===== config.mk =====
export PLATFORM = sky130hd
export DESIGN_NAME = gar_cfg
export DESIGN_NICKNAME = d
export VERILOG_FILES = /design/src/sv/gar_pkg.sv /design/src/sv/gar_cfg.sv
export SDC_FILE = /design/constraint.sdc
export NUM_CORES = 1
export LEC_CHECK = 0
export ABC_AREA = 1
export BUFFER_PORTS_ARGS = -buffer_cell sky130_fd_sc_hd__buf_2
export CORE_MARGIN = 2
export CORE_UTILIZATION = 35
export DETAILED_ROUTE_END_ITERATION = 12
export GPL_TIMING_DRIVEN = 0
export SLEW_MARGIN = 25
export SYNTH_ARGS = -nofsm -noshare
export SYNTH_HDL_FRONTEND = slang
export SYNTH_SLANG_ARGS = --single-unit

===== constraint.sdc =====
create_clock -name clk_i -period 1.96 [get_ports clk_i]
set_input_delay 0.294 -clock clk_i [delete_from_list [all_inputs] [get_ports clk_i]]
set_output_delay 0.294 -clock clk_i [all_outputs]
set_load 0.05 [all_outputs]

===== src/sv/gar_pkg.sv =====
// Package for the glyph atlas rectangle placer: widths, reset values,
// register and status codes, sequencer states and beat structs. No dependencies.
package gar_pkg;

  localparam int MAX_DIM_DEF    = 1024;
  localparam int CODE_COUNT_DEF = 256;

  localparam int CODE_W  = 8;
  localparam int SIZE_W  = 10;
  localparam int POS_W   = 10;
  localparam int AW_W    = 11;
  localparam int GAP_W   = 4;
  localparam int ALIGN_W = 9;
  localparam int PASS_W  = 14;

  localparam int ADDR_W = 5;
  localparam int DATA_W = 32;

  localparam logic [AW_W-1:0]    ATLAS_W_RST = 11'd1024;
  localparam logic [AW_W-1:0]    ATLAS_H_RST = 11'd1024;
  localparam logic [GAP_W-1:0]   GAP_RST     = 4'd2;
  localparam logic [ALIGN_W-1:0] ALIGN_RST   = 9'd64;
  localparam logic [PASS_W-1:0]  PASSES_RST  = 14'd10000;

  // Register index = paddr[4:2]
  typedef enum logic [2:0] {
    REG_ATLAS_W,
    REG_ATLAS_H,
    REG_GAP,
    REG_ALIGN,
    REG_PASSES
  } gar_reg_e;

  typedef enum logic [1:0] {
    ST_PLACED,
    ST_PRESENT,
    ST_NOSPACE
  } gar_status_e;

  typedef enum logic [2:0] {
    S_IDLE,
    S_LOOKUP,
    S_SCAN,
    S_EVAL,
    S_WRAP,
    S_FIT
  } gar_state_e;

  typedef struct packed {
    logic signed [CODE_W-1:0] glyph_code;
    logic [SIZE_W-1:0]        glyph_width;
    logic [SIZE_W-1:0]        glyph_height;
  } gar_req_t;

  typedef struct packed {
    gar_status_e       status;
    logic [POS_W-1:0]  pos_x;
    logic [POS_W-1:0]  pos_y;
  } gar_res_t;

  typedef struct packed {
    logic [AW_W-1:0]    atlas_width;
    logic [AW_W-1:0]    atlas_height;
    logic [GAP_W-1:0]   gap_pixels;
    logic [ALIGN_W-1:0] row_align;
    logic [PASS_W-1:0]  max_passes;
  } gar_cfg_t;

endpackage


===== src/sv/gar_cfg.sv =====
// APB-style configuration registers of the glyph atlas placer.
// Uses gar_pkg for register indexes, widths and reset values.
module gar_cfg (
  input  logic                       clk_i,
  input  logic                       rst_ni,
  input  logic                       psel,
  input  logic                       penable,
  input  logic                       pwrite,
  input  logic [gar_pkg::ADDR_W-1:0] paddr,
  input  logic [gar_pkg::DATA_W-1:0] pwdata,
  output logic [gar_pkg::DATA_W-1:0] prdata,
  output logic                       pready,
  output gar_pkg::gar_cfg_t          cfg_o
);
  import gar_pkg::*;

  gar_cfg_t cfg_q;
  gar_reg_e reg_idx;
  logic     wr;

  assign pready  = 1'b1;
  assign reg_idx = gar_reg_e'(paddr[ADDR_W-1:2]);
  assign wr      = psel && penable && pwrite;

  always_ff @(posedge clk_i or negedge rst_ni) begin
    if (!rst_ni) begin
      cfg_q.atlas_width  <= ATLAS_W_RST;
      cfg_q.atlas_height <= ATLAS_H_RST;
      cfg_q.gap_pixels   <= GAP_RST;
      cfg_q.row_align    <= ALIGN_RST;
      cfg_q.max_passes   <= PASSES_RST;
    end else if (wr) begin
      case (reg_idx)
        REG_ATLAS_W: cfg_q.atlas_width  <= pwdata[AW_W-1:0];
        REG_ATLAS_H: cfg_q.atlas_height <= pwdata[AW_W-1:0];
        REG_GAP:     cfg_q.gap_pixels   <= pwdata[GAP_W-1:0];
        REG_ALIGN:   cfg_q.row_align    <= pwdata[ALIGN_W-1:0];
        REG_PASSES:  cfg_q.max_passes   <= pwdata[PASS_W-1:0];
        default: ;
      endcase
    end
  end

  always_comb begin
    case (reg_idx)
      REG_ATLAS_W: prdata = DATA_W'(cfg_q.atlas_width);
      REG_ATLAS_H: prdata = DATA_W'(cfg_q.atlas_height);
      REG_GAP:     prdata = DATA_W'(cfg_q.gap_pixels);
      REG_ALIGN:   prdata = DATA_W'(cfg_q.row_align);
      REG_PASSES:  prdata = DATA_W'(cfg_q.max_passes);
      default:     prdata = '0;
    endcase
  end

  assign cfg_o = cfg_q;

endmodule


-- Yosys cells after proc, flatten, opt, wreduce, memory -nomap -nowiden
Index checks and enable logic that the tools add are counted.
- $add $sub $neg: 0
- multiply operators: 0
- divide/modulo/power cells: 0
- order comparisons: 0
- equality and inequality tests: 4
- shift-type cells: 0
- multiplexer cells: 1
- bitwise operators: 0
- reduce and logical (&&, ||, !) cells: 8
- operators with widths (cell ; count):
    14-bit case mux with 5 select lines ; 1
    2-bit AND reduction ; 5
    3-bit by 2-bit == test with 1-bit output, second input constant ; 2
    3-bit by 1-bit == test with 1-bit output, second input constant ; 1
    3-bit == test, second input constant ; 1
    3-bit logical NOT ; 1
    1-bit logical AND ; 2
- register bits: 49
- bits in latches: 0
- RAM bits: 0
- memory bits (read-only): 0
- input bits: 42
- word-level logic and storage cells: 18
- memories: 0

-- Longest topological paths before layout
- depth in word-level cells: 3
- mapped depth: 8
- depth with buffers taken out: 7

-- Worst setup path before layout
No wires, ideal clock.
- kind: input to output
- start: input paddr[2] (netlist bit)
- end: output prdata[11] (netlist bit)
- arrival: 1.473 ns
- data required time: 1.666 ns
- setup slack: 0.193 ns
- stages on the path: 5
- path buffers: 2
- path through: buf_4 -> nor2_2 -> nand2_2 -> buf_2 -> nor2_1
- cells in the longest elaborated chain, start to end: 2
- elaborated cells between the ends (all ways): 6
- those cells by class: eq/ne (4); mux (1); reduce/logical (1)
- ends and longest elaborated chain (element ; RTL line ; text):
    start: declaration ; gar_cfg.sv:9 ; input logic [gar_pkg::ADDR_W-1:0] paddr,
    3-bit == test, or another cell as far along ; gar_cfg.sv:45 ; case (reg_idx)
    14-bit case mux with 5 select lines * ; gar_cfg.sv:45 ;
    end: declaration ; gar_cfg.sv:11 ; output logic [gar_pkg::DATA_W-1:0] prdata,
Every way passes the cells marked *; elsewhere a longest branch is shown, timed or not.

-- Worst setup path in the final report
- start: input paddr[3] (netlist bit)
- end: output prdata[8] (netlist bit)
The elaborated chain is that of the path after synthesis.

==> out/results.ini <==
[synthesis]
synth_top_area_frac = 0.388
ys_types = 20
ys_seq_area_frac = 0.479
synthMuxAreaShare = 0
yosysTopAreaCell = dfrtp_1
synth_top_family_by_area = simple AND/OR/NAND/NOR gates
ys_ff_latch = 49
synth_compound_area_frac = 0.0872
syn_inst = 327
ys_top_cells_by_area = dfrtp_1 (39%), nand2_1 (16%), dfstp_2 (9.2%), buf_4 (7.3%), nand3_1 (6.4%)
synth_area_um2 = 2580
synth_xor_area_frac = 0
synth_fa_ha_area_frac = 0
synth.avg_cell_area_um2 = 7.90
synth_simple_gate_area_frac = 0.300
synth_warnings = 0

[setup_path]
cp.arrival_ps = 1550
cp.required_ps = 1670
path_class = in -> out
crit_path_end_kind = output port
worst-path-max-fanout = 10
critPathLaunchType = input pin

[cells_and_area]
largest_reg_flops = 49
area_delta_synth_final_pct = 27.9
layout-drive-gt1-share = 0.336
num_antenna_cells = 0
fillers = 777
final_nets = 475

[floorplan]
die_w_um = 89.9
rows = 31
ios = 124
fp.dieH_um = 89.9
die_area_um2 = 8080
coreArea_um2 = 7210
start_util = 0.358

[drt]
ant_nets = 0
wirelength_mm = 7.28
drt_first_pass_iters = 4
post-route-drc-count = 0
via_per_inst = 4.56
wl_per_cell_um = 13.7
drt-initial-drc-count = 175
vias = 2429

[pwr]
worst_ir_drop_vdd_mv = 0.405
p_leak_nw = 1.85
pwr_density_cell_nw_per_um2 = 1110

[grt]
grt_pass1_wl_mm = 12.3
antenna_found_initial = 0
grt_use_total = 0.190
grt_pass1_vias = 2375
grt_overflow_total = 0
grt_max_degree = 50

[clocking]
clock_path_buffers = 2
cts_hold_buf = 0
cts.sink_count = 49
cts_buffers = 5
htreeDepth = 2
cts_tree = built
cts_resized = 0
cts.clk_slew.worst_paths_ps = 90
post_cts.repair.setup_buffers = 0
insertion_delay_ps = 310
root_buffer = clkbuf_8

[timing]
fin_setup_tns_ps = 0
max_freq_mhz = 542
rsz0062_at_grt = false
finClkSkew_ps = 0
holdWs_ps = -11.9
worst_slew_pin_slew_ps = 618
setup_viol = 0
max_slew_margin = 0.588
period_share = 0.942
post-route-min-period_ps = 1850
finalWorstSetupSlack_ps = 114
maxSlewViolCount = 0
hold_viol = 11

[run_status]
status = finished, violations left
violations = hold timing

[placement]
hpwl_mm = 5.41
gp_congestion = 0.861
portBuffers = 83
place_ws_ps = 118

[min_path]
holdCritPathClass = in -> async

[job]
cap_violations = 0

-- layout make-up --
| cell class | instances | area, µm² | area share |
|---|---|---|---|
| buffer | 33 | 238 | 0.0720 |
| clock buffer | 6 | 82.6 | 0.0250 |
| inverter | 25 | 93.8 | 0.0284 |
| sequential | 49 | 1240 | 0.375 |
| clock inverter | 2 | 37.5 | 0.0114 |
| multi-input combinational | 236 | 1070 | 0.325 |
| timing repair buffer | 83 | 418 | 0.127 |
| tap | 99 | 124 | 0.0375 |
-- metal layers --
layer / vias to the layer above / share of wire / track usage
met5: - / 0 / 0
met4: 0 / 0.019 / 0.0667
met1: 1107 / 0.45 / 0.247
met2: 89 / 0.47 / 0.311
li1: 1221 / - / -
met3: 12 / 0.061 / 0.0469
-- metrics by stage --
step | total power, mW | utilization | cell area [µm²] | hold slack [ps] | cells
final | 3.66 | 0.458 | 3300 | -11.9 | 533
after global routing | 3.85 | 0.458 | 3300 | 40.5 | 533
after CTS | 3.68 | 0.459 | 3310 | 21.1 | 534
after detailed placement | 2.92 | 0.442 | 3190 | 357 | 526
after global placement | 2.90 | 0.442 | 3190 | 463 | 526
after floorplan | 2.54 | - | 2650 | -1.59 | 344
-- worst paths after layout --
path	startpoint	endpoint	slack [ps]	cells past startpoint
worst max register to register	cfg_o[13]	cfg_o[13]	1150	2
max in group asynchronous	rst_ni	cfg_o[26]	1550	1
worst max-delay path	paddr[3]	prdata[8]	110	7
worst min-delay path	rst_ni	cfg_o[16]	-10	1
min in group clk_i	pwdata[13]	cfg_o[13]	190	3
worst min register to register	cfg_o[37]	cfg_o[37]	480	2
-- cells by family (layout without fill, tap and decap cells) --
logic type | after synthesis | after routing
buf+inv | 59 | 149
simple gates | 172 | 172
compound gates | 45 | 45
flops | 49 | 49
other cells | 2 | 19
-- synth_stat cells (all sizes together) --
cell type,number
conb,2
inv,25
dfrtp,40
clkbuf,2
nand2,110
nand4,9
nand3,36
dfstp,9
buf,32
nor2,17
o21ai,45
-- critical path: stages --
cell	delay, ps
buf_2	150
nor2_2	150
buf_4	200
buf_2	240
nand3_1	110
nand4_1	130
buf_2	270
-- report_power, final --
group / switching, mW / leakage, nW / internal [mW] / total, mW
Sequential: 0.151 / 0.605 / 1.23 / 1.38
Clock: 0.353 / 0.0574 / 0.415 / 0.768
Combinational: 1.20 / 1.19 / 0.306 / 1.51
Total: 1.71 / 1.85 / 1.95 / 3.66
-- cells in the final DEF, fill, tap and decap left out, drive strengths merged --
cell type	n
buf	114
nand2	110
o21ai	45
dfrtp	40
nand3	36
inv	25
conb	19
nor2	17
nand4	9
dfstp	9
clkbuf	8
bufinv	1
clkinvlp	1
Power figures use the tool's default switching activity.
