### src/sv/gar_ram.sv
// Generic single-write, single-read RAM with registered read data.
// No dependencies; used for the placed-entry table.
module gar_ram #(
  parameter int WIDTH = 8,
  parameter int DEPTH = 16,
  localparam int AW   = $clog2(DEPTH)
) (
  input  logic             clk_i,
  input  logic             wr_en_i,
  input  logic [AW-1:0]    wr_addr_i,
  input  logic [WIDTH-1:0] wr_data_i,
  input  logic             rd_en_i,
  input  logic [AW-1:0]    rd_addr_i,
  output logic [WIDTH-1:0] rd_data_o
);

  logic [WIDTH-1:0] mem_q [DEPTH];
  logic [WIDTH-1:0] rd_data_q;

  always_ff @(posedge clk_i) begin
    if (wr_en_i) begin
      mem_q[wr_addr_i] <= wr_data_i;
    end
    if (rd_en_i) begin
      rd_data_q <= mem_q[rd_addr_i];
    end
  end

  assign rd_data_o = rd_data_q;

endmodule

### config.mk
export PLATFORM = sky130hd
export DESIGN_NAME = gar_ram
export DESIGN_NICKNAME = d
export VERILOG_FILES = /design/src/sv/gar_ram.sv
export SDC_FILE = /design/constraint.sdc
export NUM_CORES = 1
export LEC_CHECK = 0
export BUFFER_PORTS_ARGS = -buffer_cell sky130_fd_sc_hd__buf_2
export CORE_MARGIN = 2
export CORE_UTILIZATION = 56
export DETAILED_ROUTE_END_ITERATION = 12
export PLACE_DENSITY = 0.74
export REMOVE_ABC_BUFFERS = 1
export SLEW_MARGIN = 0
export SYNTH_ARGS = -nofsm -noshare
export SYNTH_HDL_FRONTEND = slang
export SYNTH_SLANG_ARGS = --single-unit
### constraint.sdc
create_clock -name clk_i -period 4.6 [get_ports clk_i]
set_input_delay 0.23 -clock clk_i [delete_from_list [all_inputs] [get_ports clk_i]]
set_output_delay 0.23 -clock clk_i [all_outputs]
set_load 0.05 [all_outputs]
* Word level (Yosys, flattened, before mapping)
Memory sizes are Yosys's and may differ from the RTL's. A register that Yosys moved wholly into a read port is not among the register bits.
Cells that the tools add are included.
W data, S select, Z words.
** Word-level totals
- Register bits :: 0
- RAM bits :: 128
- Memories kept :: 1
** Memory list
- mem_q :: words 16, bits a word 8, read ports 1, clocked after memory_dff 1, write ports 1, line 17 : logic [WIDTH-1:0] mem_q [DEPTH];
** Cells by class
- Multiplexer cells :: 2
** Operators with widths (count)
- $mux W1 :: 2

* Depth between registers and ports, before layout
Gate-level depths: netlist of run 1.
- Word-level depth :: 2
- Mapped depth :: 5
- Depth with buffers taken out :: 3

* Least setup slack after synthesis of run 1
Ideal clock, no wire load.
- Path type :: input -> register
- Start :: input port wr_addr_i[2]
- End :: memory mem_q[0][0], enable pin
- Setup time :: 383 ps
- Data arrival time :: 1340 ps
- Required time :: 4217 ps
- Setup slack :: 2877 ps
- Stages on the path :: 2
- Cells stage by stage :: or3b_2 nor3_1
** RTL lines
- start, declared :: line 10 : input logic [AW-1:0] wr_addr_i,
- end, declared :: line 17
Straight into the memory's write port.

==> results of run 1 <==
==> cell type report <==
class,instances,area share [%]
Clock inverter,15,2.93
Timing Repair Buffer,30,2.66
Clock buffer,17,6.87
Tap cell,111,2.30
Sequential cell,136,67.7
Multi-Input combinational cell,83,17.5
==> report_power, final <==
part           internal [mW]  total, mW  switching (mW)  leakage (nW)
combinational         0.0488      0.138          0.0894         0.494
sequential              1.40       1.40         0.00763          1.24
clock                  0.825       1.34           0.512         0.274
==> flip-flops by register name, indices dropped and copies added (netlist names) <==
register / count
mem_q: 128
rd_data_o: 8
==> worst max-delay path, cell delays in order <==
cell     delay (ns)
buf_2          0.80
mux4_1         0.68
a22oi_1        0.30
nand2_1        0.08
==> metal layers <==
metal,vias to the layer above,global-route usage (%),share of wire [%]
li1,1059,-,-
met1,1251,31.2,42
met2,122,31.4,48
met3,14,5.34,8.9
met4,0,8.43,1.4
met5,-,0,0
==> metrics by stage <==
stage,utilization [%],setup slack [ns]
after floorplan,-,2.88
after global placement,59.4,2.25
after detailed placement,59.4,2.25
after CTS,65.9,2.76
after global routing,65.9,2.66
final,65.9,2.77
==> kinds of logic after synthesis <==
logic type | after synthesis
AND/OR/NAND/NOR | 35
AO/OA/AOI/OAI | 16
flip-flops | 136
multiplexers | 32
buffers and inverters | 10
==> worst max path at each step <==
stage,start,to,slack (ns),cells after the start
2_1_floorplan,wr_addr_i[2],mem_q[0][0],2.88,2
3_3_place_gp,rd_addr_i[0],rd_data_o[0],2.25,4
3_5_place_dp,rd_addr_i[0],rd_data_o[0],2.25,4
4_1_cts,rd_addr_i[0],rd_data_o[0],2.76,4
5_1_grt,rd_addr_i[0],rd_data_o[3],2.66,4
6_report,rd_addr_i[0],rd_data_o[0],2.77,4
==> synthesized netlist by cell type (all sizes together) <==
master,n
nand2b,2
or3b,1
nor2b,1
nand2,9
a22oi,16
and2b,1
buf,7
mux4,32
nand3,1
nor3,4
nor2,13
clkdlybuf4s25,3
and2,1
nand3b,2
edfxtp,136
==> results by stage, run 1 <==
Synthesis:
- The synthesized netlist contains 18 unique library cells.
- The cell taking the most area after synthesis is edfxtp_1.
- The synthesized netlist devotes 2.30% of its cell area to compound gates.
- The portion of synthesized cell area occupied by the leading cell type is 78.1%.
- The share of synthesized cell area in full adder, half adder and majority cells is 0%.
- During synthesis, Yosys emitted a total of 0 warnings.
- Synthesis produced a netlist whose cell count is 229.
- By area, the combinational part of the netlist is dominated by multiplexers.
- The number of register bits inferred by synthesis is 136.
- The simple-gate share of the synthesized area is 3.14%.
- The mapped netlist covers 0.00523 sq mm.
- The average size of a mapped cell is 22.8 sq um.
- In the synthesized netlist, mux cells make up 14.8% of the area.
- Summing the sequential cell areas from Yosys gives 78.1% of the chip area.
- Ranked by total cell area, the synthesized netlist is headed by edfxtp_1 78%, mux4_2 7.8%, mux4_1 7.0%, a22oi_1 2.3%, nor2_1 0.93%.
- The synthesized netlist devotes 0% of its cell area to XOR and XNOR gates.

STA:
- For the pin with the worst max-slew slack, the measured transition is about 1.1 ns.
- The final critical-path share of the clock period is 39.8%.
- The final count of hold timing violations was 0.
- Headroom to the max-slew limit came out at between 20 and 30%.
- The final-report max-slew violation count came to 0.
- The smallest clock period supported by the final layout is computed as roughly 1.8 ns.
- The worst hold slack after final layout is 0.0874 ns.
- For the final routed database, the setup TNS stands at 0 ns.
- Setup repair after global routing left no endpoint under its margin.
- Based on the critical path, the design can be clocked at up to 0.546 GHz.
- For the final database, setup skew stands at a little under 0.006 ns.
- Setup violations remaining at the end of the flow were counted as 0.

Final layout:
- The multi-input combinational cells in the finished layout cover a total of 0.00106 sq mm.
- In the layout the commonest cells are 136 x edfxtp_1, 26 x buf_2, 18 x mux4_2.
- The final design instance area without fill is 0.00603 sq mm.
- Counting the fill cells in the layout gives ~580.
- 0 antenna diodes ended up in the layout.
- Once layout is complete, the cells apart from fillers number 392.
- Leaving out fill and tap cells, the most frequent cell in the layout is edfxtp_1.
- The area added between synthesis and finish is 15.4%.
- The number of nets in the layout is 287.
- In the final layout, the share of cells above drive strength 1 is 28.5%.
- Summing all flip-flop and latch instances after layout gives 0.00408 sq mm.

Global route:
- The first global-routing pass estimated 14900 um of wire.
- Global routing used 21.3% of the available tracks across all layers.
- The initial antenna violation count is 0.
- The remaining global-route overflow is 0.
- The via count of the first global-routing pass is 2560.
- The largest net degree at the start of global routing is 33.

Setup path:
- The minimum setup slack among reg-to-reg paths is 3.07 ns.
- The sort of element at the end of the critical path is a flip-flop.
- The worst setup path is of the primary input to flip-flop kind.
- The largest fanout of any net on the critical path is 32.
- The number of cell instances on the worst register-to-register path is 3.
- The endpoint identified for the worst register-to-register timing path is rd_data_o[0].
- The beginning of the worst register-to-register path is mem_q[1][0].
- For the worst setup path, the data arrival time is 2.10 ns.
- At the worst endpoint, the required time is 4.87 ns.
- STA classifies the critical path startpoint as a primary input.

CTS:
- The tree is rooted in a clkbuf_8.
- The number of H-tree levels is 4.
- The clock passes through at most 2 buffers.
- The number of sinks driven by the clock tree is about 140.
- In this run, post-CTS repair resized a total of 0 instances.
- The clock tree from TritonCTS is done.
- In this run, CTS created clock tree buffers numbering 17.
- The later pin in the worst-skew pair is clocked with a latency of 0.52 ns.
- After clock tree synthesis, the flow added hold-fix buffers numbering 0.
- After clock tree synthesis, the clock-pin slew on the worst setup and hold paths is 0.06 ns.
- Once the clock tree was built, the setup fixing pass inserted 0 buffers.

Route:
- The first detailed-routing pass took 4 iterations.
- After detailed routing, the average wire length per cell comes to ~24 um.
- The routed layout has 2446 vias.
- The initial detailed-routing violation count is approximately 320.
- The total wirelength of the detailed-routed design is approximately 9500 um.
- The mean number of vias per cell is 6.24.
- After detailed routing, the number of remaining DRC violations is 0.
- The number of nets still failing antenna checks after routing is 0.

Floorplan:
- The width of the chip is about 100 um.
- Pin placement for this block handled 27 I/O pins.
- The floorplan step defined a die boundary enclosing around 0.010 sq mm.
- In this run the vertical extent of the chip is 101 um.
- The floorplan step defined a core boundary enclosing 0.00915 sq mm.
- For this configuration, the core starts out at a cell density of 57.1%.
- Row generation in the floorplan step produced 35 rows.

Hold path:
- The depth of the worst hold-timing path is 1.
- The worst hold path begins at rd_en_i.
- The end of the worst hold path is rd_data_o[0].
- The path class of the tightest hold or removal check is primary input to flip-flop.

Pwr:
- The maximum ir drop on the vdd rail is 0.309 mV.
- Power spread over the standard cell area amounts to 477 mW/mm^2.
- The power after layout is 2.88 mW.
- The leakage power is 2.00 nW.

Outcome:
- The run finished with clean final reports.

Flow run:
- Max-cap violations in this run came to 0.

Placement:
- Detailed placement ended at an HPWL of around 5500 um.
- The placer congestion estimate is 0.780.
- In this run, placement finished with an instance count of 360.
- In this run the cell area measured after placement is 0.00544 sq mm.
- The number of I/O port buffers is 26.
Power figures use the tool's default switching activity.
==> run 2, diff against run 1 <==
--- a/config.mk
+++ b/config.mk
@@ -7,7 +7,7 @@
 export LEC_CHECK = 0
 export BUFFER_PORTS_ARGS = -buffer_cell sky130_fd_sc_hd__buf_2
 export CORE_MARGIN = 2
-export CORE_UTILIZATION = 56
+export CORE_UTILIZATION = 54
 export DETAILED_ROUTE_END_ITERATION = 12
 export PLACE_DENSITY = 0.74
 export REMOVE_ABC_BUFFERS = 1
==> constraint.sdc (replaced) <==
create_clock -name clk_i -period 1.6 [get_ports clk_i]
set_input_delay 0.08 -clock clk_i [delete_from_list [all_inputs] [get_ports clk_i]]
set_output_delay 0.08 -clock clk_i [all_outputs]
set_load 0.05 [all_outputs]
==> run 2 against run 1 <==
- design area grew 5.1%
- power grew to 2.9 times the previous value
- clock-buffer cell count is the same
- clock skew grew 0.0031 ns
- register-to-register slack lost 2.9 ns
==> results by stage, run 2 (synthesis gave the netlist of run 1 again) <==
Outcome:
- The run finished with clean final reports.

Route:
- The average wire length per cell after detail routing is 22.6 um (-7.0%).
- The number of nets still failing antenna checks after routing is 0 (unchanged).
- The total wirelength of the detailed-routed design is 9900 um (+3.9%).
- The number of search-and-repair iterations in the first detailed-routing pass is 4 (unchanged).
- The DRC violations left is 0 (unchanged).
- The initial detailed-routing violation count is 269 (-15%).
- The mean number of vias per cell is 5.73 (-8.2%).
- The via total after detailed routing was 2509 (+2.6%).

STA:
- The worst-margin pin slew is 0.416 ns (-0.668 ns).
- The final count of hold timing violations is 0 (unchanged).
- Static timing analysis puts the maximum clock frequency at 0.686 GHz.
- The remaining max-slew budget at the tightest pin is 72.2% (+45 points).
- For the finished layout, the period the worst path requires is 1.46 ns.
- The final critical-path share of the clock period is 91.1%.
- Setup repair after global routing left no endpoint under its margin.
- The setup clock skew after layout was 0.00895 ns (+0.00310 ns).
- The aggregate negative setup slack is 0 ns (unchanged).
- The final-report setup violation count is 0 (unchanged).
- The final-report max-slew violation count is 0 (unchanged).

Final layout:
- The share of final-layout standard cells stronger than drive strength 1 is 32.4% (+3.9 points).
- Compared with the post-synthesis result, the final layout area differs by 21.3%.
- Ranked by flip-flop count, first place goes to mem_q.
- The library cell used most frequently in the layout, excluding fill and tap cells, is edfxtp_1.
- The number of antenna repair diodes is 0 (unchanged).
- The flip-flop count of the largest register after layout is 128 (unchanged).
- In the layout the commonest cells are 136 x edfxtp_1, 26 x buf_2, 21 x buf_4.
- The number of nets in the layout was 315 (+9.8%).
- The count of non-filler cells in the finished layout was 438 (+12%).

CTS:
- The number of sinks driven by the clock tree is 136 (unchanged).
- The maximum number of buffers from clock root to sink is 2 (unchanged).
- The number of clock buffers inserted by TritonCTS is 17 (unchanged).
- The post-CTS setup buffer count came to 0 (unchanged).
- The insertion delay to the later sink of the worst-skew pair is 0.53 ns (about the same).
- The clock tree from TritonCTS is done.
- The clock-pin slew of the registers on the worst-case setup and hold paths came to 0.06 ns (about the same).
- The number of H-tree levels was 4 (unchanged).
- The cell sitting at the root of the clock tree is a clkbuf_8.

Floorplan:
- The number of core rows is 35 (unchanged).
- The width of the chip came to 102 um (+1.8%).
- The area of the die is 0.0105 sq mm (+3.6%).
- The area of the core came to 0.00933 sq mm (+1.9%).
- The die height came to 102 um (+1.8%).
- The number of I/O pins is 27 (unchanged).
- The starting utilization of the core area is 56.0% (-1.1 points).

Setup path:
- The setup path with the least slack is of type flip-flop to flip-flop.
- The number of buffer and inverter stages on the critical path is 0 (-1).
- STA classifies the critical path endpoint as a flip-flop.
- The worst path required time is 1.86 ns (-3.01 ns).
- The critical path's top delay family is multiplexers.
- The largest individual stage delay along the critical path comes from the cell mux4_2.
- The delay of the slowest cell on the worst path is 0.48 ns (-0.32 ns).
- The worst path arrival time is 1.72 ns (-0.38 ns).
- Walking the worst path, the cells encountered are mux4_2 -> a22oi_2 -> nand2_1.
- The largest fanout of any net on the critical path was 1 (-97%).
- STA classifies the critical path startpoint as a flip-flop.
- The launch point of the critical path is mem_q[8][0].
- The worst register-to-register path begins at mem_q[8][0].

Pwr:
- The maximum ir drop on the vdd rail is 0.757 mV (+150%).
- The leakage power is 2.16 nW (+7.8%).
- The power density relative to cell area came to 1340 mW/mm^2 (+180%).

Hold path:
- In this run the most critical hold path is launched from wr_addr_i[0].
- The min-delay analysis places its worst path in the category primary input to flip-flop.

Placement:
- The detailed-placement wirelength estimate was 5790 um (+4.5%).
- The count of placed standard cells including taps came to 397 (+10%).
- The number of I/O port buffers is 26 (unchanged).
- The placer congestion estimate is 0.770 (-1.3%).

Global route:
- The remaining global-route overflow is 0 (unchanged).
- The largest net degree at the start of global routing came to 33 (unchanged).
- The wire length of the first global-routing pass is 15300 um (+2.5%).
- The total track usage was 21.6% (+0.33 points).
- The initial antenna violation count is 0 (unchanged).
- The via count of the first global-routing pass came to 2614 (+2.1%).

Flow run:
- The max-capacitance violation count was 0 (unchanged).
[run 2: metrics by stage]
| stage | hold slack, ns | utilization, % | worst slack (ns) | power, mW | area, sq um |
|---|---|---|---|---|---|
| 2_1_floorplan | 0.179 | - | 0.0271 | 4.33 | 5140 |
| 4_1_cts | 0.0952 | 67.9 | 0.0403 | 8.55 | 6340 |
| 3_5_place_dp | 0.451 | 60.4 | -0.0558 | 4.54 | 5630 |
| 6_report | 0.122 | 68.0 | 0.142 | 8.48 | 6340 |
| 5_1_grt | 0.114 | 68.0 | 0.0259 | 8.73 | 6340 |
| 3_3_place_gp | 0.453 | 60.4 | -0.0232 | 4.53 | 5630 |
[run 2: worst paths after layout]
kind	end	slack, ns	cells past startpoint
max	rd_data_o[0]	0.14	3
min	mem_q[8][4]	0.12	3
max reg2reg	rd_data_o[0]	0.14	3
min reg2reg	rd_data_o[4]	0.76	3
[run 2: worst register-to-register path: cells and delay by family, from the launching register on]
family / cells / cell delay (ns)
AND/OR/NAND/NOR: 1 / 0.10
multiplexers: 1 / 0.48
flip-flops: 1 / 0.38
AO/OA/AOI/OAI: 1 / 0.24
[run 2: power by group]
part / total [mW] / switching [mW] / internal, mW
combinational: 0.445 / 0.266 / 0.179
clock: 4.00 / 1.46 / 2.53
sequential: 4.04 / 0.0213 / 4.01
[run 2: routing by layer]
metal	vias up	global-route usage, %	wire length (um)
met2	130	32.8	4870
met4	0	7.79	89
met1	1261	29.7	3940
li1	1112	-	-
met5	-	0	0
met3	6	7.52	990
[run 2: final cells by class]
cell class / count / area, sq um
timing repair buffer: 58 / 418
clock buffer: 17 / 414
sequential: 136 / 4080
fill: 594 / 2990
multi-input combinational: 83 / 1060
clock inverter: 15 / 201
tap: 129 / 161
[run 2: what timing repair did]
item                       in CTS  in global routing
setup endpoints to repair       0                  1
hold endpoints to repair      136                  0
hold buffers                    9                  0
resized for setup               0                  1
