--- config.mk ---
export PLATFORM = sky130hd
export DESIGN_NAME = gar_rem
export DESIGN_NICKNAME = d
export VERILOG_FILES = /design/src/sv/gar_pkg.sv /design/src/sv/gar_rem.sv
export SDC_FILE = /design/constraint.sdc
export NUM_CORES = 1
export LEC_CHECK = 0
export BUFFER_PORTS_ARGS = -buffer_cell sky130_fd_sc_hd__buf_2
export CORE_MARGIN = 2
export CORE_UTILIZATION = 51
export CTS_BUF_LIST = sky130_fd_sc_hd__clkbuf_2 sky130_fd_sc_hd__clkbuf_4 sky130_fd_sc_hd__clkbuf_8
export CTS_CLUSTER_SIZE = 20
export DETAILED_ROUTE_END_ITERATION = 16
export GPL_ROUTABILITY_DRIVEN = 1
export PLACE_DENSITY_LB_ADDON = 0.15
export SYNTH_ARGS = -nofsm -noshare
export SYNTH_HDL_FRONTEND = slang
export SYNTH_SLANG_ARGS = --single-unit
--- constraint.sdc ---
create_clock -name clk_i -period 4.33 [get_ports clk_i]
set_input_delay 0.2165 -clock clk_i [delete_from_list [all_inputs] [get_ports clk_i]]
set_output_delay 0.2165 -clock clk_i [all_outputs]
set_load 0.01 [all_outputs]
--- src/sv/gar_pkg.sv ---
// Package for the glyph atlas rectangle placer: widths, reset values,
// register and status codes, sequencer states and beat structs. No dependencies.
package gar_pkg;

  localparam int MAX_DIM_DEF    = 1024;
  localparam int CODE_COUNT_DEF = 256;

  localparam int CODE_W  = 8;
  localparam int SIZE_W  = 10;
  localparam int POS_W   = 10;
  localparam int AW_W    = 11;
  localparam int GAP_W   = 4;
  localparam int ALIGN_W = 9;
  localparam int PASS_W  = 14;

  localparam int ADDR_W = 5;
  localparam int DATA_W = 32;

  localparam logic [AW_W-1:0]    ATLAS_W_RST = 11'd1024;
  localparam logic [AW_W-1:0]    ATLAS_H_RST = 11'd1024;
  localparam logic [GAP_W-1:0]   GAP_RST     = 4'd2;
  localparam logic [ALIGN_W-1:0] ALIGN_RST   = 9'd64;
  localparam logic [PASS_W-1:0]  PASSES_RST  = 14'd10000;

  // Register index = paddr[4:2]
  typedef enum logic [2:0] {
    REG_ATLAS_W,
    REG_ATLAS_H,
    REG_GAP,
    REG_ALIGN,
    REG_PASSES
  } gar_reg_e;

  typedef enum logic [1:0] {
    ST_PLACED,
    ST_PRESENT,
    ST_NOSPACE
  } gar_status_e;

  typedef enum logic [2:0] {
    S_IDLE,
    S_LOOKUP,
    S_SCAN,
    S_EVAL,
    S_WRAP,
    S_FIT
  } gar_state_e;

  typedef struct packed {
    logic signed [CODE_W-1:0] glyph_code;
    logic [SIZE_W-1:0]        glyph_width;
    logic [SIZE_W-1:0]        glyph_height;
  } gar_req_t;

  typedef struct packed {
    gar_status_e       status;
    logic [POS_W-1:0]  pos_x;
    logic [POS_W-1:0]  pos_y;
  } gar_res_t;

  typedef struct packed {
    logic [AW_W-1:0]    atlas_width;
    logic [AW_W-1:0]    atlas_height;
    logic [GAP_W-1:0]   gap_pixels;
    logic [ALIGN_W-1:0] row_align;
    logic [PASS_W-1:0]  max_passes;
  } gar_cfg_t;

endpackage

--- src/sv/gar_rem.sv ---
// Bit-serial restoring remainder unit; returns the value rounded up to the
// next multiple of the divisor (an exact multiple gains a full step). Uses gar_pkg.
module gar_rem #(
  parameter int CW = 11
) (
  input  logic                        clk_i,
  input  logic                        rst_ni,
  input  logic                        start_i,
  input  logic [CW-1:0]               dividend_i,
  input  logic [gar_pkg::ALIGN_W-1:0] divisor_i,
  output logic                        done_o,
  output logic [CW-1:0]               value_o
);
  import gar_pkg::*;

  localparam int CNT_W = $clog2(CW + 1);

  logic               busy_q, busy_d;
  logic               done_q, done_d;
  logic [CNT_W-1:0]   cnt_q, cnt_d;
  logic [CW-1:0]      num_q, num_d;
  logic [CW-1:0]      shf_q, shf_d;
  logic [ALIGN_W-1:0] div_q, div_d;
  logic [ALIGN_W-1:0] rem_q, rem_d;
  logic [ALIGN_W:0]   trial;

  always_comb begin
    busy_d = busy_q;
    done_d = 1'b0;
    cnt_d  = cnt_q;
    num_d  = num_q;
    shf_d  = shf_q;
    div_d  = div_q;
    rem_d  = rem_q;
    trial  = {rem_q, shf_q[CW-1]};
    if (start_i) begin
      busy_d = 1'b1;
      cnt_d  = CNT_W'(CW);
      num_d  = dividend_i;
      shf_d  = dividend_i;
      div_d  = divisor_i;
      rem_d  = '0;
    end else if (busy_q) begin
      // one quotient bit per cycle
      if (trial >= {1'b0, div_q}) begin
        rem_d = ALIGN_W'(trial - {1'b0, div_q});
      end else begin
        rem_d = ALIGN_W'(trial);
      end
      shf_d = {shf_q[CW-2:0], 1'b0};
      cnt_d = cnt_q - CNT_W'(1);
      if (cnt_q == CNT_W'(1)) begin
        busy_d = 1'b0;
        done_d = 1'b1;
      end
    end
  end

  always_ff @(posedge clk_i or negedge rst_ni) begin
    if (!rst_ni) begin
      busy_q <= 1'b0;
      done_q <= 1'b0;
      cnt_q  <= '0;
    end else begin
      busy_q <= busy_d;
      done_q <= done_d;
      cnt_q  <= cnt_d;
    end
  end

  always_ff @(posedge clk_i) begin
    num_q <= num_d;
    shf_q <= shf_d;
    div_q <= div_d;
    rem_q <= rem_d;
  end

  assign done_o  = done_q;
  assign value_o = num_q + CW'(div_q) - CW'(rem_q);

endmodule

==> Word-level counts from Yosys, hierarchy flattened <==
Cells that the tools add are included.
{ "word_totals": {"reg_bits": 46, "out_inout_bits": 12} }
{ "op_classes": {"n_addsub": 4, "magnitude_cmp": 1, "eq_ne": 1, "muxes": 11, "reduce_logical": 1} }
{ "ops": {"columns": ["op", "count"], "rows": [
  ["2-to-1 mux 11 bit", 2],
  ["adder 11 x 9 -> 11 bit", 1],
  ["subtractor 11 x 9 -> 11 bit", 1],
  ["greater-or-equal comparator 10 x 9 -> 1 bit", 1],
  ["2-to-1 mux 9 bit", 1],
  ["subtractor 9 bit", 1],
  ["2-to-1 mux 4 bit", 2],
  ["2-to-1 mux 1 bit", 6],
  ["equality test 4 x 1 -> 1 bit, second input constant", 1],
  ["subtractor 4 x 1 -> 4 bit, second input constant", 1],
  ["nonzero test 2 bit", 1]
]} }

==> Logic depth before layout (Yosys ltp) <==
Gate-level depths: netlist (run 1).
{ "logic_depth": {"ltp_word": 4, "ltp_mapped": 10, "ltp_nobuf": 10} }

==> Worst setup path before layout (run 1) <==
No wires, ideal clock.
{ "synth_timing": {"kind": "reg-to-output", "start": "reg div_q[1]", "end": "out value_o[10]", "arrival_time_ns": 2.257, "slack_ns": 1.856, "path_stages_with_launch": 10, "path_buffers": 0, "cell_sequence": "edfxtp_1 > inv_1 > fa_1 > inv_1 > fa_1 > a21oi_1 > o211ai_1 > o2111ai_1 > a311oi_1 > xnor2_1"} }
{ "synth_via": {"elab_chain_len": 2} }
{ "synth_rtl": {"columns": ["item", "line_no", "text"], "rows": [
  ["start: declaration", "gar_rem.sv:23", "logic [ALIGN_W-1:0] div_q, div_d;"],
  ["start signal: assignment", "gar_rem.sv:74", "div_q <= div_d;"],
  ["adder 11 x 9 -> 11 bit", "gar_rem.sv:79", "assign value_o = num_q + CW'(div_q) - CW'(rem_q);"],
  ["subtractor 11 x 9 -> 11 bit", "gar_rem.sv:79", null],
  ["end: declaration", "gar_rem.sv:12", "output logic [CW-1:0] value_o"]
]} }
No other way between the ends.

==> Worst setup path after layout (run 1) <==
Same ends and word-level chain as after synthesis.

==> results of run 1 <==
==> timing repair <==
item / in CTS / in global routing
endpoints found under the hold margin: 6 / 0
endpoints found under the setup margin: 0 / 0
buffers inserted: 0 / 0
hold buffers: 1 / 0
==> sequential cells by signal (all words and copies together), names as in the netlist <==
| register | cells |
|---|---|
| done_o | 1 |
| rem_q | 9 |
| busy_q | 1 |
| cnt_q | 4 |
| num_q | 11 |
| shf_q | 11 |
| div_q | 9 |
==> area by class of cell <==
class | count | area (um^2)
Timing Repair Buffer | 35 | 180
Clock inverter | 2 | 37.5
Sequential cell | 46 | 1260
Tap cell | 72 | 90.1
Fill cell | 490 | 2240
Inverter | 43 | 161
Clock buffer | 6 | 76.3
Multi-Input combinational cell | 177 | 1460
==> stage by stage <==
step           util (%)  cells  area [um^2]  hold WS (ns)
6_report           59.3    381         3260        0.0777
3_3_place_gp       57.0    372         3140        0.0469
4_1_cts            59.3    381         3260        0.0707
3_5_place_dp       57.0    372         3140        0.0461
2_1_floorplan         -    275         2920       -0.0791
5_1_grt            59.3    381         3260        0.0638
==> power groups by stage <==
stage                     Combinational (mW)  Sequential [mW]  Clock (mW)
after CTS                               1.01            0.578       0.341
final                                   1.01            0.577       0.335
after global routing                    1.13            0.585       0.356
after floorplan                        0.731            0.570           0
after detailed placement               0.995            0.588           0
after global placement                 0.978            0.586           0
==> cells by family (layout without fill, tap and decap cells) <==
| logic type | Yosys count | after routing | share of synthesized area [%] |
|---|---|---|---|
| and+or+nand+nor | 59 | 59 | 10.0 |
| AOI/OAI and AO/OA | 58 | 58 | 14.3 |
| buffers and inverters | 52 | 86 | 6.94 |
| DFF | 46 | 46 | 43.2 |
| adders and majority gates | 32 | 32 | 16.3 |
| xor gates and xnor gates | 18 | 18 | 5.40 |
| muxes | 10 | 10 | 3.85 |
==> metal layers <==
layer | global-route usage [%] | part of all wire [%] | up-vias
li1 | - | - | 1027
met1 | 24.7 | 48 | 950
met2 | 32.1 | 46 | 42
met3 | 4.75 | 4.1 | 10
met4 | 6.90 | 2.1 | 0
met5 | 0 | 0 | -
==> final timing paths <==
| path | startpoint | endpoint | slack, ns | cells after the start |
|---|---|---|---|---|
| max in group asynchronous | rst_ni | busy_q | 3.94 | 2 |
| min in group asynchronous | rst_ni | cnt_q[0] | 0.25 | 2 |
| hold / removal | divisor_i[0] | div_q[0] | 0.08 | 1 |
| setup / recovery | div_q[1] | value_o[10] | 1.24 | 10 |
| setup reg to reg | shf_q[10] | rem_q[7] | 1.76 | 8 |
| hold reg to reg | cnt_q[3] | cnt_q[3] | 0.54 | 2 |
==> synth_stat cells (2+ instances only) <==
master / count / area [um^2]
and2_1: 2 / 12.5
a21oi_1: 12 / 60.1
a311oi_1: 6 / 52.6
nand2b_1: 6 / 37.5
a31oi_1: 4 / 25.0
nor2_1: 18 / 67.6
xor2_1: 8 / 70.1
xnor2_1: 10 / 87.6
a21o_1: 6 / 45.0
nand3_1: 7 / 35.0
nor3b_1: 3 / 22.5
a211o_1: 4 / 35.0
fa_1: 10 / 200
edfxtp_1: 31 / 931
dfrtp_1: 6 / 150
ha_1: 22 / 275
o21ai_0: 8 / 40.0
a211oi_1: 3 / 22.5
clkbuf_1: 7 / 26.3
inv_1: 43 / 161
nor3_1: 2 / 10.0
nand2_1: 13 / 48.8
mux2_2: 10 / 113
dfxtp_1: 9 / 180
o31ai_1: 3 / 22.5
==> metrics.yaml, run 1 <==
outcome: "completed"
synthDistinctLibCells: 47
hold_viol_final: 0
grt_usage_pct: 19.4
worst_slew_pin_slew_ns: 1.01
start_kind: "flop"
via_per_inst: 5.33
ys_warn_count: 0
grt_pass1_wl_um: 9380
die_w_um: 79.7
setup_tns_ns: 0
synth_area_um2: 2920
path_clk_slew_ns: 0.09
vdd_ir_drop_max_mv: 0.289
cts_buffers: 5
power.total_mw: 1.92
mostFrequentLayoutCell: "inv_1"
crit_arrival_ns: 2.87
ys_seq_area_share_pct: 43.2
hpwlAfterDp_um: 4030
die-area_um2: 6350
wl_um: 5540
cp-end-kind: "output port"
coreArea_um2: 5510
slew_violations: 0
syn-mean-instance-area_um2: 10.6
power_frac_seq_pct: 30.1
die_height_um: 79.7
worstPathCellList: "inv_1, fa_1, inv_1, fa_1, a21oi_1, o211ai_1, o2111ai_1, a311oi_1, xnor2_1, buf_2"
hp-class: "in -> reg"
areaGrowthSynthToFinish_pct: 11.7
rows: 27
drive_gt1_share_pct: 19.1
ant_nets: 0
pwr-share-clk_pct: 17.5
place_ws_ns: 1.57
switching_share_pct: 40.0
grt_overflow: 0
drc: 0
antenna_found_initial: 0
clock_skew_ns: 0.00267
fmax_ghz: 0.324
cts_tree: "built"
powerDensity_nw_per_um2: 587
io_pins: 35
start_util_pct: 53.1
ys_seq_elements: 46
p_leak_nw: 1.45
cap_violations: 0
drtPass1Iterations: 4
clock-sinks: 46
slowest_delay_ns: 0.51
p_int_mw: 1.15
slowest_stage: "fa_1"
clockRootBuffer: "clkbuf_8"
cts_resized: 0
rsz0062_at_grt: "no"
syn_nets: 330
port-buffer-count: 34
critPathMaxFanout: 3
num_antenna_cells: 0
async_flop_share_pct: 13.0
via_count: 2029
grt_pass1_vias: 2041
p_comb_share_pct: 52.4
critical_path_buf_inv_count: 3
gp_congestion: 0.808
h-tree-depth: 2
critPathTopFamily: "adder cells"
worstSkewPairLatency_ns: 0.31
wl_per_cell_um: 14.5
final_cell_mix: "43 x inv_1, 34 x buf_2, 31 x edfxtp_1"
finalCriticalPeriod_ns: 3.09
period_share_pct: 71.3
setup_viol: 0
nets: 363
synth_flop_cell: "edfxtp_1"
netlist_instances: 275
maxSlewHeadroom_pct: 32.9
postLayoutSetupSlackWorst_ns: 1.24
crit_required_ns: 4.11
synth_edf_count: 31
p_sw_uw: 766
worstSetupPathType: "reg -> out"
drt_iter0_markers: 140
grt_max_degree: 52
cts_buffer_depth: 2
(Power assumes the default switching activity.)
==> run 2: changes to the inputs <==
- clock period: 4.33 -> 2.9 ns (I/O delays scaled with it)
==> run 2 against run 1 <==
Compared with the run above: setup slack worse by 1.2 ns; sequential power grew 49%; count of clock-buffer cells in the layout decreased by 1; combinational power grew 57%; flip-flop and latch count unchanged; global-route usage down 0.70 points; worst hold slack worse by 0.066 ns; sequential share of layout area down 0.74 points; routed wire length shrank 1.1%; non-clock buffer count grew 4; via count up 2.3%.
==> metrics.yaml, run 2 (synthesis gave the netlist of run 1 again) <==
outcome: "completed"
mostFrequentLayoutCell: "inv_1"
power_frac_seq_pct: 30.2  # about the same
port-buffer-count: 34  # unchanged
top_regs: "num_q: 11 flops, shf_q: 11 flops"
nets: 367  # +1.1%
wl_per_cell_um: 14.2  # -2.1%
num_antenna_cells: 0  # unchanged
nFillCells: 467  # -4.7%
fmax_ghz: 0.354
multi_input_area_um2: 1510  # +3.5%
clock-sinks: 46  # unchanged
gp_congestion: 0.802  # -0.75%
die_w_um: 79.7  # unchanged
crit_arrival_ns: 2.68  # -0.19 ns
worstSetupPathType: "reg -> out"
postLayoutSetupSlackWorst_ns: 0.0717  # -1.17 ns
rsz0062_at_grt: "yes"
cp-end-kind: "output port"
final_cell_mix: "41 x inv_1, 34 x buf_2, 31 x edfxtp_1"
fin_hold_ws_ns: 0.0113  # -0.0664 ns
cap_violations: 0  # unchanged
finalCriticalPeriod_ns: 2.83
worst_slew_pin_slew_ns: 1.03  # +0.0205 ns
areaGrowthSynthToFinish_pct: 13.9
drtPass1Iterations: 5  # +1
via_count: 2075  # +2.3%
wl_um: 5480  # -1.1%
h-tree-depth: 2  # unchanged
die-area_um2: 6350  # unchanged
io_pins: 35  # unchanged
hpwlAfterDp_um: 3920  # -2.6%
p_leak_nw: 1.46  # +0.83%
ant_nets: 0  # unchanged
path_clk_slew_ns: 0.09  # about the same
p_comb_share_pct: 55.7  # +3.3 points
grt_usage_pct: 18.7  # -0.70 points
switching_share_pct: 41.4  # +1.5 points
crit_required_ns: 2.76  # -1.35 ns
grt_pass1_wl_um: 9240  # -1.5%
critPathMaxFanout: 2  # -1
rows: 27  # unchanged
p_sw_mw: 1.18  # +54%
cts_buffers: 5  # unchanged
clockRootBuffer: "clkbuf_8"
clock_skew_ns: 0.00247  # -0.000208 ns
p_int_mw: 1.67  # +45%
via_per_inst: 5.39  # +1.2%
maxSlewHeadroom_pct: 31.6  # -1.4 points
period_share_pct: 97.5
worstSkewPairLatency_ns: 0.30  # about the same
pwr-share-clk_pct: 14.0  # -3.5 points
start_util_pct: 53.1  # unchanged
antenna_found_initial: 0  # unchanged
grt_max_degree: 52  # unchanged
drc: 0  # unchanged
slew_violations: 0  # unchanged
cts_buffer_depth: 2  # unchanged
start_kind: "flop"
grt_overflow: 0  # unchanged
hold_viol_final: 0  # unchanged
hp-class: "in -> reg"
cts_tree: "built"
vdd_ir_drop_max_mv: 0.433  # +50%
powerDensity_nw_per_um2: 857  # +46%
setup_viol: 0  # unchanged
drive_gt1_share_pct: 22.7  # +3.6 points
drt_iter0_markers: 116  # -17%
layout.area.seq_um2: 1260  # unchanged
coreArea_um2: 5510  # unchanged
grt_pass1_vias: 2011  # -1.5%
place_ws_ns: 0.246  # -1.32 ns
die_height_um: 79.7  # unchanged
[run 2: cell types whose count changed in the layout (fill, tap and decap cells not counted), sizes merged]
| cell | previous run | this run |
|---|---|---|
| buf | 34 | 35 |
| bufinv | 1 | 0 |
| clkbuf | 6 | 5 |
| clkinv | 0 | 2 |
| clkinvlp | 1 | 0 |
| dlygate4sd3 | 1 | 4 |
| inv | 43 | 44 |
[run 2: final timing paths]
kind                               from  slack [ns]          to  cells after the start
max in group asynchronous        rst_ni        2.58      done_o                      2
min in group asynchronous        rst_ni        0.18    cnt_q[1]                      2
min reg2reg                    rem_q[3]        0.54    rem_q[3]                      2
max reg2reg                   shf_q[10]        0.32    rem_q[7]                      8
max                            div_q[1]        0.07  value_o[9]                     10
min                        divisor_i[1]        0.01    div_q[1]                      1
[run 2: critical path, stage by stage, from the launching register on]
cell	delay, ns
edfxtp_1	0.40
inv_2	0.06
fa_1	0.55
inv_2	0.06
ha_4	0.20
a21o_1	0.19
a21o_1	0.19
a211o_1	0.32
a21oi_2	0.14
xnor2_1	0.12
buf_2	0.14
[run 2: per-layer routing]
layer	vias to the layer above	part of all wire [%]	global-route usage, %
li1	1036	-	-
met2	44	48	30.8
met5	-	0	0
met1	986	47	24.6
met3	9	3.3	3.85
met4	0	1.8	6.21
[run 2: metrics by stage]
step | TNS [ns] | instance area [um^2] | total power [mW] | cells | utilization (%)
2_1_floorplan | 0 | 2920 | 1.94 | 275 | -
3_3_place_gp | 0 | 3140 | 2.33 | 372 | 57.0
3_5_place_dp | 0 | 3140 | 2.35 | 372 | 57.0
4_1_cts | 0 | 3250 | 2.79 | 381 | 59.0
5_1_grt | -0.103 | 3330 | 3.09 | 385 | 60.4
6_report | 0 | 3330 | 2.85 | 385 | 60.4
[run 2: what timing repair did]
action                                  CTS  global route
endpoints found under the setup margin    4             4
setup buffers                             0             1
hold buffers                              1             3
endpoints found under the hold margin     6             3
pin swaps                                 2             9
gates resized for setup                   3             9
[run 2: cell type report]
cell class	instances	area share [%]
multi-input cells	177	45.3
flip-flops and latches	46	37.9
repair buffers	39	6.54
inverters	43	4.85
well taps	72	2.71
clock buffers	5	2.07
clock inverters	3	0.602
[run 2: power groups by stage]
stage               clock network (mW)  logic (mW)  registers (mW)
floorplan                            0        1.09           0.852
finish                           0.400        1.59           0.862
CTS                              0.412        1.51           0.863
global placement                     0        1.46           0.874
global route                     0.441        1.78           0.873
detailed placement                   0        1.48           0.878
